<file path="config.mk">
export PLATFORM = sky130hd
export DESIGN_NAME = bulk_only_transport_sequencer
export DESIGN_NICKNAME = d
export VERILOG_FILES = /design/src/rtl/bots_pkg.sv /design/src/rtl/bots_cfg.sv /design/src/rtl/bots_in_reg.sv /design/src/rtl/bots_core.sv /design/src/rtl/bots_out_reg.sv /design/src/rtl/bulk_only_transport_sequencer.sv
export SDC_FILE = /design/constraint.sdc
export NUM_CORES = 1
export LEC_CHECK = 0
export BUFFER_PORTS_ARGS = -buffer_cell sky130_fd_sc_hd__buf_2
export CAP_MARGIN = 10
export CORE_MARGIN = 5
export CORE_UTILIZATION = 40
export CTS_BUF_LIST = sky130_fd_sc_hd__clkbuf_16
export DETAILED_ROUTE_END_ITERATION = 16
export GPL_TIMING_DRIVEN = 1
export PLACE_DENSITY = 0.67
export SETUP_SLACK_MARGIN = 0.15
export SYNTH_ARGS = -nofsm -noshare
export SYNTH_HDL_FRONTEND = slang
export SYNTH_SLANG_ARGS = --single-unit
export TNS_END_PERCENT = 50
</file>
<file path="constraint.sdc">
create_clock -name clk_i -period 4.11 [get_ports clk_i]
set_clock_uncertainty 0.1 [all_clocks]
set_input_delay 0.6165 -clock clk_i [delete_from_list [all_inputs] [get_ports clk_i]]
set_output_delay 0.6165 -clock clk_i [all_outputs]
set_load 0.1 [all_outputs]
</file>
<file path="src/rtl/bots_pkg.sv">
// ----------------------------------------------------------------------------
// Bulk-only transport sequencer package
// Shared types and limits for the host-side bulk-only transport sequencer.
// ----------------------------------------------------------------------------
package bots_pkg;

  localparam int unsigned MaxPacketBytes = 64;
  localparam int unsigned MaxStages      = 255;

  localparam int unsigned CfgIdxW  = 3;
  localparam int unsigned CfgDataW = 8;

  localparam int unsigned InTdataW  = 8;
  localparam int unsigned InTuserW  = 2;
  localparam int unsigned OutTdataW = 64;

  typedef struct packed {
    logic [6:0] device_address;
    logic [3:0] out_endpoint;
    logic [3:0] in_endpoint;
    logic [7:0] data_stages;
    logic [6:0] stage_bytes;
    logic       direction_in;
  } cfg_t;

  typedef struct packed {
    logic [1:0] req_type;
    logic [2:0] answer;
  } event_t;

  typedef struct packed {
    logic [1:0]  status;
    logic        recovery_req;
    logic [13:0] rx_store_offset;
    logic [1:0]  rx_store_kind;
    logic [13:0] buffer_offset;
    logic [6:0]  byte_count;
    logic [1:0]  phase;
    logic [6:0]  target_address;
    logic [3:0]  endpoint;
    logic [1:0]  token_pid;
    logic [1:0]  action;
  } result_t;

endpackage

</file>
<file path="src/rtl/bots_cfg.sv">
// ----------------------------------------------------------------------------
// Bulk-only transport configuration registers
// Holds the device address, endpoints and transfer shape written by software.
// ----------------------------------------------------------------------------
module bots_cfg (
  input  logic                         clk_i,
  input  logic                         rst_ni,
  input  logic                         cfg_we_i,
  input  logic [bots_pkg::CfgIdxW-1:0] cfg_idx_i,
  input  logic [bots_pkg::CfgDataW-1:0] cfg_wdata_i,
  output bots_pkg::cfg_t               cfg_o
);

  localparam logic [bots_pkg::CfgIdxW-1:0] RegDevAddr  = 3'd0;
  localparam logic [bots_pkg::CfgIdxW-1:0] RegOutEp    = 3'd1;
  localparam logic [bots_pkg::CfgIdxW-1:0] RegInEp     = 3'd2;
  localparam logic [bots_pkg::CfgIdxW-1:0] RegStages   = 3'd3;
  localparam logic [bots_pkg::CfgIdxW-1:0] RegStageLen = 3'd4;
  localparam logic [bots_pkg::CfgIdxW-1:0] RegDirIn    = 3'd5;

  bots_pkg::cfg_t cfg_q, cfg_d;

  always_comb begin
    cfg_d = cfg_q;
    if (cfg_we_i) begin
      case (cfg_idx_i)
        RegDevAddr:  cfg_d.device_address = cfg_wdata_i[6:0];
        RegOutEp:    cfg_d.out_endpoint   = cfg_wdata_i[3:0];
        RegInEp:     cfg_d.in_endpoint    = cfg_wdata_i[3:0];
        RegStages:   cfg_d.data_stages    = cfg_wdata_i[7:0];
        RegStageLen: cfg_d.stage_bytes    = cfg_wdata_i[6:0];
        RegDirIn:    cfg_d.direction_in   = cfg_wdata_i[0];
        default:     cfg_d = cfg_q;
      endcase
    end
  end

  always_ff @(posedge clk_i or negedge rst_ni) begin
    if (!rst_ni) begin
      cfg_q <= '0;
    end else begin
      cfg_q <= cfg_d;
    end
  end

  assign cfg_o = cfg_q;

endmodule

</file>
<file path="src/rtl/bots_in_reg.sv">
// ----------------------------------------------------------------------------
// Bulk-only transport input register
// Captures one event transfer and holds it until the core consumes it.
// ----------------------------------------------------------------------------
module bots_in_reg (
  input  logic              clk_i,
  input  logic              rst_ni,
  input  logic              valid_i,
  output logic              ready_o,
  input  bots_pkg::event_t  event_i,
  output logic              valid_o,
  input  logic              take_i,
  output bots_pkg::event_t  event_o
);

  logic             valid_q;
  bots_pkg::event_t event_q;

  assign ready_o = !valid_q || take_i;

  always_ff @(posedge clk_i or negedge rst_ni) begin
    if (!rst_ni) begin
      valid_q <= 1'b0;
    end else if (ready_o) begin
      valid_q <= valid_i;
    end
  end

  always_ff @(posedge clk_i) begin
    if (ready_o && valid_i) begin
      event_q <= event_i;
    end
  end

  assign valid_o = valid_q;
  assign event_o = event_q;

endmodule

</file>
<file path="src/rtl/bots_core.sv">
// ----------------------------------------------------------------------------
// Bulk-only transport sequencing core
// Holds the transfer phase, OUT toggle, stage count and buffer offset, and
// works out the next packet and the result for one event combinationally.
// ----------------------------------------------------------------------------
module bots_core (
  input  logic              clk_i,
  input  logic              rst_ni,
  input  bots_pkg::cfg_t    cfg_i,
  input  logic              fire_i,
  input  bots_pkg::event_t  event_i,
  output bots_pkg::result_t result_o
);

  typedef enum logic [2:0] {
    ST_IDLE, ST_WAIT_CBW, ST_WAIT_DATA, ST_WAIT_CSW, ST_COMPLETE, ST_ERROR
  } phase_state_e;

  typedef enum logic [1:0] {
    ISS_NONE, ISS_CBW, ISS_DATA, ISS_CSW
  } issue_e;

  localparam logic [1:0] ReqStart  = 2'd0;
  localparam logic [1:0] ReqAnswer = 2'd1;
  localparam logic [1:0] ReqDetach = 2'd2;

  localparam logic [2:0] AnsAck   = 3'd0;
  localparam logic [2:0] AnsStall = 3'd2;
  localparam logic [2:0] AnsData0 = 3'd3;
  localparam logic [2:0] AnsData1 = 3'd4;

  localparam logic [1:0] ActNone  = 2'd0;
  localparam logic [1:0] ActOut   = 2'd1;
  localparam logic [1:0] ActIn    = 2'd2;
  localparam logic [1:0] PidIn    = 2'd2;
  localparam logic [1:0] PhCbw    = 2'd0;
  localparam logic [1:0] PhData   = 2'd1;
  localparam logic [1:0] PhCsw    = 2'd2;
  localparam logic [1:0] RxData   = 2'd1;
  localparam logic [1:0] RxCsw    = 2'd2;
  localparam logic [1:0] StsBusy  = 2'd0;
  localparam logic [1:0] StsDone  = 2'd1;
  localparam logic [1:0] StsError = 2'd2;

  localparam logic [6:0] CbwBytes = 7'd31;
  localparam logic [6:0] CswBytes = 7'd13;

  phase_state_e phase_q, phase_d;
  logic         toggle_q, toggle_d;
  logic [7:0]   stages_q, stages_d;
  logic [13:0]  offset_q, offset_d;

  issue_e       issue;
  logic         advance;
  logic         data_ans;
  logic         waiting;
  logic [6:0]   stage_len;
  logic [7:0]   stages_sat;
  logic [13:0]  offset_adv;
  bots_pkg::result_t res;

  always_comb begin
    if (32'(cfg_i.stage_bytes) > bots_pkg::MaxPacketBytes) begin
      stage_len = 7'(bots_pkg::MaxPacketBytes);
    end else begin
      stage_len = cfg_i.stage_bytes;
    end
    if (32'(cfg_i.data_stages) > bots_pkg::MaxStages) begin
      stages_sat = 8'(bots_pkg::MaxStages);
    end else begin
      stages_sat = cfg_i.data_stages;
    end
  end

  assign offset_adv = offset_q + 14'(stage_len);
  assign data_ans   = (event_i.answer == AnsData0) || (event_i.answer == AnsData1);
  assign waiting    = (phase_q == ST_WAIT_CBW) || (phase_q == ST_WAIT_DATA) ||
                      (phase_q == ST_WAIT_CSW);

  always_comb begin
    phase_d  = phase_q;
    toggle_d = toggle_q;
    stages_d = stages_q;
    offset_d = offset_q;
    issue    = ISS_NONE;
    advance  = 1'b0;
    res      = '0;

    case (event_i.req_type)
      ReqStart: begin
        issue = ISS_CBW;
      end
      ReqAnswer: begin
        if (event_i.answer == AnsStall && waiting) begin
          res.recovery_req = 1'b1;
          issue = ISS_CBW;
        end else begin
          case (phase_q)
            ST_WAIT_CBW: begin
              if (event_i.answer == AnsAck) begin
                toggle_d = ~toggle_q;
                issue = (stages_q == 8'd0) ? ISS_CSW : ISS_DATA;
              end else begin
                issue = ISS_CBW;
              end
            end
            ST_WAIT_DATA: begin
              if (event_i.answer == AnsAck) begin
                if (cfg_i.direction_in) begin
                  issue = ISS_CBW;
                end else begin
                  toggle_d = ~toggle_q;
                  advance = 1'b1;
                end
              end else if (data_ans) begin
                if (cfg_i.direction_in) begin
                  res.rx_store_kind   = RxData;
                  res.rx_store_offset = offset_q;
                  advance = 1'b1;
                end else begin
                  issue = ISS_CBW;
                end
              end else begin
                issue = ISS_DATA;
              end
            end
            ST_WAIT_CSW: begin
              if (data_ans) begin
                res.rx_store_kind = RxCsw;
                phase_d = ST_COMPLETE;
              end else begin
                issue = ISS_CSW;
              end
            end
            default: begin
              issue = ISS_NONE;
            end
          endcase
        end
      end
      ReqDetach: begin
        phase_d = ST_ERROR;
      end
      default: begin
        issue = ISS_NONE;
      end
    endcase

    if (advance) begin
      offset_d = offset_adv;
      if (stages_q > 8'd1) begin
        stages_d = stages_q - 8'd1;
        issue = ISS_DATA;
      end else begin
        issue = ISS_CSW;
      end
    end

    case (issue)
      ISS_CBW: begin
        stages_d = stages_sat;
        offset_d = '0;
        phase_d  = ST_WAIT_CBW;
        res.action         = ActOut;
        res.token_pid      = {1'b0, toggle_d};
        res.endpoint       = cfg_i.out_endpoint;
        res.target_address = cfg_i.device_address;
        res.phase          = PhCbw;
        res.byte_count     = CbwBytes;
      end
      ISS_DATA: begin
        phase_d = ST_WAIT_DATA;
        if (cfg_i.direction_in) begin
          res.action    = ActIn;
          res.token_pid = PidIn;
          res.endpoint  = cfg_i.in_endpoint;
        end else begin
          res.action    = ActOut;
          res.token_pid = {1'b0, toggle_d};
          res.endpoint  = cfg_i.out_endpoint;
        end
        res.target_address = cfg_i.device_address;
        res.phase          = PhData;
        res.byte_count     = stage_len;
        res.buffer_offset  = offset_d;
      end
      ISS_CSW: begin
        phase_d = ST_WAIT_CSW;
        res.action         = ActIn;
        res.token_pid      = PidIn;
        res.endpoint       = cfg_i.in_endpoint;
        res.target_address = cfg_i.device_address;
        res.phase          = PhCsw;
        res.byte_count     = CswBytes;
      end
      default: begin
        res.action = ActNone;
      end
    endcase

    case (phase_d)
      ST_COMPLETE: res.status = StsDone;
      ST_ERROR:    res.status = StsError;
      default:     res.status = StsBusy;
    endcase
  end

  always_ff @(posedge clk_i or negedge rst_ni) begin
    if (!rst_ni) begin
      phase_q  <= ST_IDLE;
      toggle_q <= 1'b0;
      stages_q <= '0;
      offset_q <= '0;
    end else if (fire_i) begin
      phase_q  <= phase_d;
      toggle_q <= toggle_d;
      stages_q <= stages_d;
      offset_q <= offset_d;
    end
  end

  assign result_o = res;

`ifndef NO_ASSERTIONS
  a_recovery_restarts_cbw: assert property (@(posedge clk_i) disable iff (!rst_ni)
    fire_i && res.recovery_req |=> phase_q == ST_WAIT_CBW)
    else $error("reset recovery did not restart at the CBW");

  a_rx_data_keeps_going: assert property (@(posedge clk_i) disable iff (!rst_ni)
    fire_i && res.rx_store_kind == RxData |=>
      phase_q == ST_WAIT_DATA || phase_q == ST_WAIT_CSW)
    else $error("data copy did not lead to a data or CSW stage");

  a_toggle_only_on_event: assert property (@(posedge clk_i) disable iff (!rst_ni)
    !fire_i |=> $stable(toggle_q) && $stable(phase_q))
    else $error("sequencer state moved without an event");

  a_idle_is_clean: assert property (@(posedge clk_i) disable iff (!rst_ni)
    phase_q == ST_IDLE |-> stages_q == 8'd0 && offset_q == 14'd0)
    else $error("idle phase with stale stage count or offset");
`endif

endmodule

</file>
<file path="src/rtl/bots_out_reg.sv">
// ----------------------------------------------------------------------------
// Bulk-only transport result register
// Holds one result transfer until the downstream side takes it.
// ----------------------------------------------------------------------------
module bots_out_reg (
  input  logic               clk_i,
  input  logic               rst_ni,
  input  logic               load_i,
  input  bots_pkg::result_t  result_i,
  output logic               ready_o,
  output logic               valid_o,
  input  logic               take_i,
  output bots_pkg::result_t  result_o
);

  logic              valid_q;
  bots_pkg::result_t result_q;

  assign ready_o = !valid_q || take_i;

  always_ff @(posedge clk_i or negedge rst_ni) begin
    if (!rst_ni) begin
      valid_q <= 1'b0;
    end else if (ready_o) begin
      valid_q <= load_i;
    end
  end

  always_ff @(posedge clk_i) begin
    if (ready_o && load_i) begin
      result_q <= result_i;
    end
  end

  assign valid_o  = valid_q;
  assign result_o = result_q;

endmodule

</file>
<file path="src/rtl/bulk_only_transport_sequencer.sv">
// ----------------------------------------------------------------------------
// Bulk-only transport sequencer
// Host-side sequencer for mass-storage bulk-only transfers: CBW, data stages
// and CSW, driven by start, handshake-answer and detach events.
//
// Channel   Direction  Payload
// s_axis    in         tdata: answer[2:0]; tuser: req_type[1:0]
// m_axis    out        tdata: 57 result bits, see port comment
// cfg       in         write enable, register index, write data
//
// Each event transfer gives exactly one result transfer, passing through the
// input register and then the result register, with the core combinational
// between them. One event is taken every cycle while m_axis does not stall.
// Reset returns to idle with toggle DATA0, no stages and offset zero.
// A stall on m_axis holds the result register, then the input register.
// ----------------------------------------------------------------------------
module bulk_only_transport_sequencer (
  input  logic                          clk_i,
  input  logic                          rst_ni,
  input  logic                          s_axis_tvalid,
  output logic                          s_axis_tready,
  // answer[2:0], zeros above
  input  logic [bots_pkg::InTdataW-1:0] s_axis_tdata,
  // req_type[1:0]
  input  logic [bots_pkg::InTuserW-1:0] s_axis_tuser,
  output logic                          m_axis_tvalid,
  input  logic                          m_axis_tready,
  // action[1:0], token_pid[3:2], endpoint[7:4], target_address[14:8],
  // phase[16:15], byte_count[23:17], buffer_offset[37:24],
  // rx_store_kind[39:38], rx_store_offset[53:40], recovery_req[54],
  // status[56:55], zeros above
  output logic [bots_pkg::OutTdataW-1:0] m_axis_tdata,
  input  logic                           cfg_we_i,
  input  logic [bots_pkg::CfgIdxW-1:0]   cfg_idx_i,
  input  logic [bots_pkg::CfgDataW-1:0]  cfg_wdata_i
);

  bots_pkg::cfg_t    cfg;
  bots_pkg::event_t  ev_in, ev_q;
  bots_pkg::result_t res, res_q;
  logic              ev_valid;
  logic              out_ready;
  logic              fire;

  assign ev_in.req_type = s_axis_tuser;
  assign ev_in.answer   = s_axis_tdata[2:0];
  assign fire           = ev_valid && out_ready;

  bots_cfg u_cfg (
    .clk_i       (clk_i),
    .rst_ni      (rst_ni),
    .cfg_we_i    (cfg_we_i),
    .cfg_idx_i   (cfg_idx_i),
    .cfg_wdata_i (cfg_wdata_i),
    .cfg_o       (cfg)
  );

  bots_in_reg u_in_reg (
    .clk_i   (clk_i),
    .rst_ni  (rst_ni),
    .valid_i (s_axis_tvalid),
    .ready_o (s_axis_tready),
    .event_i (ev_in),
    .valid_o (ev_valid),
    .take_i  (fire),
    .event_o (ev_q)
  );

  bots_core u_core (
    .clk_i    (clk_i),
    .rst_ni   (rst_ni),
    .cfg_i    (cfg),
    .fire_i   (fire),
    .event_i  (ev_q),
    .result_o (res)
  );

  bots_out_reg u_out_reg (
    .clk_i    (clk_i),
    .rst_ni   (rst_ni),
    .load_i   (ev_valid),
    .result_i (res),
    .ready_o  (out_ready),
    .valid_o  (m_axis_tvalid),
    .take_i   (m_axis_tready),
    .result_o (res_q)
  );

  assign m_axis_tdata = {{(bots_pkg::OutTdataW - $bits(bots_pkg::result_t)){1'b0}}, res_q};

endmodule

</file>
# Word-level counts from Yosys, hierarchy flattened
# Index checks and enable logic that the tools add are counted.
# word_totals
mem_count,0
register_bits,121
ram_bits,0
romBits,0
elab_cells,123
latch_bits,0
in_bits,26
out_inout_bits,66
# op_classes
mux,46
bitwise_logic,5
addsub,2
reduce_logical,25
eq_ne,18
n_lt_le_gt_ge,2
n_div,0
n_shift,0
multipliers,0
# op_table
operator,count
one-hot mux 22 bit (3 select lines),1
two-way mux 8 bit,4
two-way mux 14 bit,2
equality test 3 x 2 -> 1 bit (second input constant),6
two-way mux 1 bit,18
two-way mux 2 bit,9
equality test 3 bit (second input constant),5
adder 14 x 7 -> 14 bit,1
one-hot mux 2 bit (2 select lines),3
one-hot mux 2 bit (3 select lines),2
AND reduction 2 bit,6
two-way mux 3 bit,3
one-hot mux 3 bit (3 select lines),1
greater-than comparator 8 x 1 -> 1 bit (second input constant),1
zero test 8 bit,1
subtractor 8 x 1 -> 8 bit (second input constant),1
greater-than comparator 7 bit (second input constant),1
two-way mux 7 bit,1
equality test 2 bit (second input constant),3
equality test 3 x 1 -> 1 bit (second input constant),2
zero test 3 bit,2
one-hot mux 3 bit (2 select lines),1
OR reduction 6 bit,1
logical OR 1 bit,5
other kinds (9),18

# Longest topological paths before layout
# Gate-level depths: netlist of run 1.
# depth
word_depth,12
mapped_depth,10
mapped_depth_nobuf,10

# Hierarchy
# From an unflattened synthesis of run 1, not the netlist that was laid out.
# unflattened
cells_unflattened,488
hier_area_um2,5936.9
# by_module_without_submodules
mod,instances,cells_per_inst,seq_area_each_um2,area_per_inst_um2
bots_core,1,340,650.6,2683.8
bots_out_reg,1,61,1736.7,1765.4
bots_cfg,1,69,775.7,1221.2
bots_in_reg,1,9,175.2,203.9
bulk_only_transport_sequencer,1,9,0.0,62.6

# Worst setup path after synthesis of run 1
# OpenSTA, ideal clock, no wires.
# synth_path
path_kind,reg-to-reg
start,reg u_out_reg.valid_q (netlist: u_out_reg.valid_o)
end,"reg u_out_reg.result_q (netlist bit u_out_reg.result_o[0]), enable pin"
n_path_buf,1
setup_time_ps,442
arrival_ps,3040
synth_period_minus_slack_ps,3583
setup_slack_ps,527
required_ps,3568
path_stages_with_launch,5
cell_sequence,dfrtp_1 > nand2b_1 > nand2_1 > inv_1 > clkbuf_1
# synth_via
elab_chain_cells,3
# synth_lines
element,line,rtl
from (decl),bots_out_reg.sv:16,logic valid_q;
from (signal assigned),bots_out_reg.sv:25,valid_q <= load_i;
zero test 1 bit,bots_out_reg.sv:19,assign ready_o = !valid_q || take_i;
logical OR 1 bit,bots_out_reg.sv:19,
logical AND 1 bit,--,
named net fire,bulk_only_transport_sequencer.sv:43,logic fire;
to (signal assigned),bots_out_reg.sv:31,result_q <= result_i;
to (decl),bots_out_reg.sv:17,bots_pkg::result_t result_q;
# The timed path passes the listed nets, and every way through them passes these cells.
# A chain may end at the register's enable or synchronous reset.

# Final worst setup path of run 1
# layout_path
start,reg u_cfg.cfg_q (netlist bit u_cfg.cfg_o[7])
end,reg u_out_reg.result_q (netlist bit u_out_reg.result_o[36]) (data pin)
# layout_via
elab_chain_cells,4
# layout_lines
element,line,rtl
from (decl),bots_cfg.sv:21,"bots_pkg::cfg_t cfg_q, cfg_d;"
from (signal assigned),bots_cfg.sv:42,cfg_q <= cfg_d;
greater-than comparator 7 bit,bots_core.sv:63,if (32'(cfg_i.stage_bytes) > bots_pkg::MaxPacketBytes) begin
two-way mux 7 bit *,bots_core.sv:63,
adder 14 x 7 -> 14 bit *,bots_core.sv:75,assign offset_adv = offset_q + 14'(stage_len);
two-way mux 14 bit *,bots_core.sv:149,if (advance) begin
# Every way passes the cells marked *; elsewhere a longest branch is shown, timed or not.

==> results.yml, run 1 <==
run_status:
  status: "complete, no violations"
synthesis:
  synth_seq_area_share: 0.5687
  syn_area_mm2: 0.005817
  netlist_instances: 498
  synth_warnings: 0
  syn_area_per_cell_um2: 11.68
  ys_ff_latch: 120
  synth_ff_type: "edfxtp_1"
  synth_edf_count: 61
  yosysUniqueCellTypes: 70
  async_flop_share: 0.4917
timing:
  rsz0062_at_grt: "false"
  finalSetupViolCount: 0
  slew_violations: 0
  max_slew_margin: 0.2779
  hold_viol: 0
  fin_crit_sh: 0.8020
  fin_tns_setup_ps: 0
  fmax_mhz: 303.4
  worst_pin_slew_ps: 1081
  period_needed_ps: 3296
power:
  peakVddDrop_uv: 260.4
  pwr_density_cell_mw_per_mm2: 562.3
  leakagePower_nw: 2.878
hold_path:
  hold_path.class: "primary input to async pin"
final_layout:
  diodes: 0
  nNetsFinal: 622
  num-fill-cells: 1344
  final_util: 0.4800
  drive_gt1_frac: 0.2517
  syn_to_final_growth_pct: 19.04
  design_area_mm2: 0.006924
floorplanning:
  io_pins: 92
  num_rows: 44
  die_x_um: 130.6
  core_area_mm2: 0.01442
  design.die.area_mm2: 0.01705
  fp.dieH_um: 130.6
  floorplan.initialDensity: 0.4033
clock_tree:
  cts_sinks: 120
  clock_path_buffers: 2
  clk_pin_slew_ps: 50
  ctsResizeCount: 0
  ctsRootBufferMaster: "clkbuf_16"
  cts_setup_buffers: 0
  cts_tree: "yes"
  clk_latency_ps: 410
  cts_buffers: 17
  cts_max_level: 4
  ctsHoldBuffers: 0
placed_design:
  gp_congestion: 0.9157
  hpwlAfterDp_um: 9391
  port_buffers: 79
  postPlaceCellArea_mm2: 0.006375
routing:
  wire_per_inst_um: 17.00
  ant_nets: 0
  routed_wl_um: 13260
  met3WireLength_um: 807
  dr_wl_met2_um: 6547
  dr.max_layer_used: "met4"
  vias_per_cell: 5.446
  route.detailed.drc: 0
  dr.pass1.iters: 7
  drt-initial-drc-count: 225
  met1Wirelength_um: 5736
  route.vias.total: 4248
global_routing:
  grt_overflow_total: 0
  grt_max_degree: 60
  grt_pass1_wl_um: 21180
  grt_pass1_vias: 4245
  antenna_found_initial: 0
  grt_usage: 0.1608
critical_path:
  crit_type: "register to register"
  critPathMaxStageDelay_ps: 830
  cp-start-kind: "register"
  crit_top_cell: "nor2b_1"
  path_buf_inv: 1
  crit_slowest_cell: "a2111oi_0"
  cp_max_fo: 9
  cp_cell_sequence: "nor2b_1 > ha_1 > inv_1 > fa_1 > nor2b_1 > o21a_1 > o21ai_0 > a2111oi_0 > xnor2_1 > nor2_1"
  endpoint_kind: "register"
  cp.arrival_ps: 3350
  rr_worst_depth: 10
  critical-path-top-delay-family: "compound AO/OA/AOI/OAI gates"
  required_ps: 4160
  critical_path_depth: 10
run:
  drv_cap: 0
==> layout by cell type (no fill, tap or decap), types with 14 or more instances in the layout <==
cell type   n
o21ai_0    21
inv_1      29
nor2_1     32
clkbuf_16  17
and2_1     19
dfrtp_1    59
nand2_1    33
buf_2      79
edfxtp_1   61
a21oi_1    18
mux2_2     28
nor3_1     14
==> registers in the layout, indices dropped and copies added, names as in the netlist <==
register	count
u_cfg.cfg_o	31
u_core.offset_q	14
u_core.phase_q	3
u_core.stages_q	8
u_core.toggle_q	1
u_in_reg.event_o	5
u_in_reg.valid_o	1
u_out_reg.result_o	56
u_out_reg.valid_o	1
==> synth_stat cells (4+ instances only) <==
library cell  instances  share of area
edfxtp_1             61           0.31
dfrtp_1              59           0.25
nand2_1              33          0.021
nor2_1               32          0.021
mux2_2               28          0.054
inv_1                25          0.016
o21ai_0              21          0.018
and2_1               19          0.020
a21oi_1              18          0.015
nor3_1               14          0.012
clkbuf_1             12         0.0077
ha_1                 12          0.026
nor2b_1              11          0.012
nand3_1              10         0.0086
o21a_1                9          0.012
xnor2_1               9          0.014
buf_4                 8          0.010
a2bb2oi_1             7          0.011
nand2b_1              6         0.0065
nor4_1                6         0.0065
a22o_1                5         0.0075
a22oi_1               5         0.0065
a31oi_1               5         0.0054
and3_1                5         0.0054
o22ai_1               5         0.0054
mux2i_1               4         0.0069
nor3b_1               4         0.0052
or3_1                 4         0.0043
==> power by group <==
part	total (mW)	internal [mW]	switching, mW	leakage, nW
combinational	0.959	0.255	0.704	1.26
clock	1.37	0.869	0.498	0.280
sequential	1.57	1.45	0.117	1.34
total	3.89	2.57	1.32	2.88
==> final timing paths <==
check / startpoint / to / slack (ps)
worst max-delay path: u_cfg.cfg_o[7] / u_out_reg.result_o[36] / 810
worst min-delay path: rst_ni / u_cfg.cfg_o[20] / 200
worst max register to register: u_cfg.cfg_o[7] / u_out_reg.result_o[36] / 810
worst min register to register: u_core.toggle_q / u_core.toggle_q / 390
max in group asynchronous: rst_ni / u_core.offset_q[2] / 2850
min in group clk_i: s_axis_tdata[1] / u_in_reg.event_o[1] / 280
==> stage by stage <==
step	setup slack, ps	power, mW	hold slack, ps	instances
after floorplan	527.2	2.350	220.9	504
after global placement	959.2	2.508	373.5	748
after detailed placement	894.8	2.543	379.7	748
after CTS	863.9	3.924	216.4	780
after global routing	677.2	4.058	258.1	780
final	813.7	3.894	198.0	780
==> cell type report <==
class	count	area [um2]	share of cell area
Timing Repair Buffer	83	437.9	0.06325
Clock buffer	17	425.4	0.06144
Sequential cell	120	3308	0.4778
Multi-Input combinational cell	335	2301	0.3323
Inverter	26	97.59	0.01409
Clock inverter	15	123.9	0.01789
Tap cell	184	230.2	0.03325
==> kinds of logic after synthesis <==
logic type	synth area share
AND/OR/NAND/NOR	0.1433
flip-flops	0.5687
AO/OA/AOI/OAI	0.1394
buffers and inverters	0.03958
multiplexers	0.06109
adder cells (fa/ha/maj)	0.02925
XOR/XNOR	0.01807
other	0.0006447
==> metal layers <==
metal / up-vias / GRT usage
met5: - / 0
met4: 0 / 0.05626
met3: 19 / 0.04675
met2: 128 / 0.2660
met1: 2104 / 0.2022
li1: 1997 / -
No activity file was read; power rests on OpenSTA's default activity.
==> inputs of run 2 (changes only) <==
==> constraint.sdc (replaced) <==
create_clock -name clk_i -period 3.4 [get_ports clk_i]
set_clock_uncertainty 0.1 [all_clocks]
set_input_delay 0.51 -clock clk_i [delete_from_list [all_inputs] [get_ports clk_i]]
set_output_delay 0.51 -clock clk_i [all_outputs]
set_load 0.1 [all_outputs]
==> run 2 against run 1 <==
  * Critical path depth up 1
  * Non-clock buffer count rose by 16
  * Sequential power is 20% higher
  * Count of clock-buffer cells in the layout did not move
  * Cell count rose by 1.9%
  * Maximum frequency rose by 7.3%
  * Critical endpoint unchanged
  * Largest cell class unchanged
  * Highest routed layer unchanged
==> results.yml, run 2 (synthesis gave the netlist of run 1 again) <==
run_status:
  status: "complete, no violations"
critical_path:
  cp.arrival_ps: 3120
  cp_max_fo: 9
  r2r-end: "u_out_reg.result_o[36]"
  required_ps: 3450
  crit_slowest_cell: "dfrtp_1"
  cp_cell_sequence: "nor2b_1 > ha_1 > inv_1 > fa_1 > nor2b_1 > o21a_1 > o21ai_0 > a2111oi_0 > buf_4 > xnor2_1 > nor2_1"
  crit_type: "register to register"
  crit_top_cell: "nor2b_1"
  rr_worst_depth: 11
  endpoint_kind: "register"
  crit_start: "u_cfg.cfg_o[7]"
  endpoint: "u_out_reg.result_o[36]"
  critPathMaxStageDelay_ps: 470
  r2r-start: "u_cfg.cfg_o[7]"
  rrSetupSlack_ps: 330
  cp-start-kind: "register"
power:
  leakagePower_nw: 2.937
  power_mw: 4.564
  peakVddDrop_uv: 455.6
  pwr_density_cell_mw_per_mm2: 653.9
timing:
  hold_viol: 0
  rsz0062_at_grt: "false"
  slew_violations: 0
  fmax_mhz: 325.4
  fin_tns_setup_ps: 0
  worst_pin_slew_ps: 1031
  finalSetupViolCount: 0
  period_needed_ps: 3073
  max_slew_margin: 0.3125
  fin_crit_sh: 0.9039
final_layout:
  final_cell_mix: "buf_2, edfxtp_1, dfrtp_1"
  syn_to_final_growth_pct: 19.98
  largest_reg_flops: 56
  diodes: 0
  num-fill-cells: 1341
  drive_gt1_frac: 0.2750
  final_common_cell: "buf_2"
  design_area_mm2: 0.006979
  nNetsFinal: 638
floorplanning:
  io_pins: 92
  floorplan.initialDensity: 0.4033
  core_area_mm2: 0.01442
  die_x_um: 130.6
  design.die.area_mm2: 0.01705
  num_rows: 44
  fp.dieH_um: 130.6
clock_tree:
  cts_max_level: 4
  clk_pin_slew_ps: 50
  clk_latency_ps: 420
  ctsHoldBuffers: 0
  ctsResizeCount: 0
  cts_sinks: 120
  cts_tree: "yes"
  ctsRootBufferMaster: "clkbuf_16"
  clock_path_buffers: 2
  cts_setup_buffers: 0
  cts_buffers: 17
global_routing:
  grt_pass1_vias: 4386
  grt_usage: 0.1629
  grt_max_degree: 44
  antenna_found_initial: 0
  grt_overflow_total: 0
  grt_pass1_wl_um: 21470
hold_path:
  hold_path.class: "primary input to register"
routing:
  route.vias.total: 4237
  wire_per_inst_um: 16.49
  vias_per_cell: 5.330
  dr.pass1.iters: 5
  ant_nets: 0
  route.detailed.drc: 0
  drt-initial-drc-count: 220
  routed_wl_um: 13110
run:
  drv_cap: 0
placed_design:
  port_buffers: 79
  gp_congestion: 0.9236
  hpwlAfterDp_um: 9544
  postPlaceCellArea_mm2: 0.006482
[run 2: cell count changes in the layout (fill, tap and decap cells not counted)]
cell	delta
buf_12	-1
buf_4	+17
bufinv_16	-2
clkinv_1	-1
clkinv_2	+5
clkinv_4	+1
clkinvlp_4	-2
inv_1	-2
[run 2: how the worst min path moves through the flow]
stage	startpoint	to	slack [ps]	cells after the start
2_1_floorplan	rst_ni	u_cfg.cfg_o[0]	110	0
3_3_place_gp	u_core.toggle_q	u_core.toggle_q	370	1
3_5_place_dp	u_in_reg.valid_o	u_out_reg.valid_o	380	1
4_1_cts	s_axis_tuser[1]	u_in_reg.event_o[4]	150	1
5_1_grt	s_axis_tuser[1]	u_in_reg.event_o[4]	160	1
6_report	s_axis_tuser[1]	u_in_reg.event_o[4]	160	1
[run 2: stage by stage]
stage	util	instances	hold slack, ps	setup slack, ps
floorplan	-	504	114.4	549.0
global placement	0.4494	764	373.1	471.8
detailed placement	0.4494	764	379.5	392.5
CTS	0.4839	795	147.8	368.4
global route	0.4839	795	155.0	185.6
finish	0.4839	795	164.6	326.7
[run 2: layout make-up]
class                   count  area, um2  area share
clock buffers              17      425.4     0.06095
clock inverters            14      71.32     0.01022
inverters                  26      97.59     0.01398
multi-input cells         335       2301      0.3297
flip-flops and latches    120       3308      0.4740
well taps                 184      230.2     0.03299
repair buffers             99      545.5     0.07816
[run 2: metal layers]
| metal | GRT usage | up-vias | part of all wire |
|---|---|---|---|
| met5 | 0 | - | 0 |
| met4 | 0.07139 | 0 | 0.017 |
| met3 | 0.05244 | 23 | 0.074 |
| met2 | 0.2600 | 158 | 0.48 |
| met1 | 0.2035 | 2031 | 0.43 |
| li1 | - | 2025 | - |
[run 2: critical path: cells and delay by family (launching register included)]
family / cells / cell delay (ps)
AO/OA/AOI/OAI: 3 / 830
adder cells (fa/ha/maj): 2 / 630
flip-flops: 1 / 470
AND/OR/NAND/NOR: 3 / 400
buffers and inverters: 2 / 270
XOR/XNOR: 1 / 110
[run 2: report_power, final]
| group | total, mW | switching [mW] | internal (mW) |
|---|---|---|---|
| clock network | 1.49 | 0.590 | 0.899 |
| registers | 1.89 | 0.141 | 1.75 |
| logic | 1.18 | 0.852 | 0.329 |
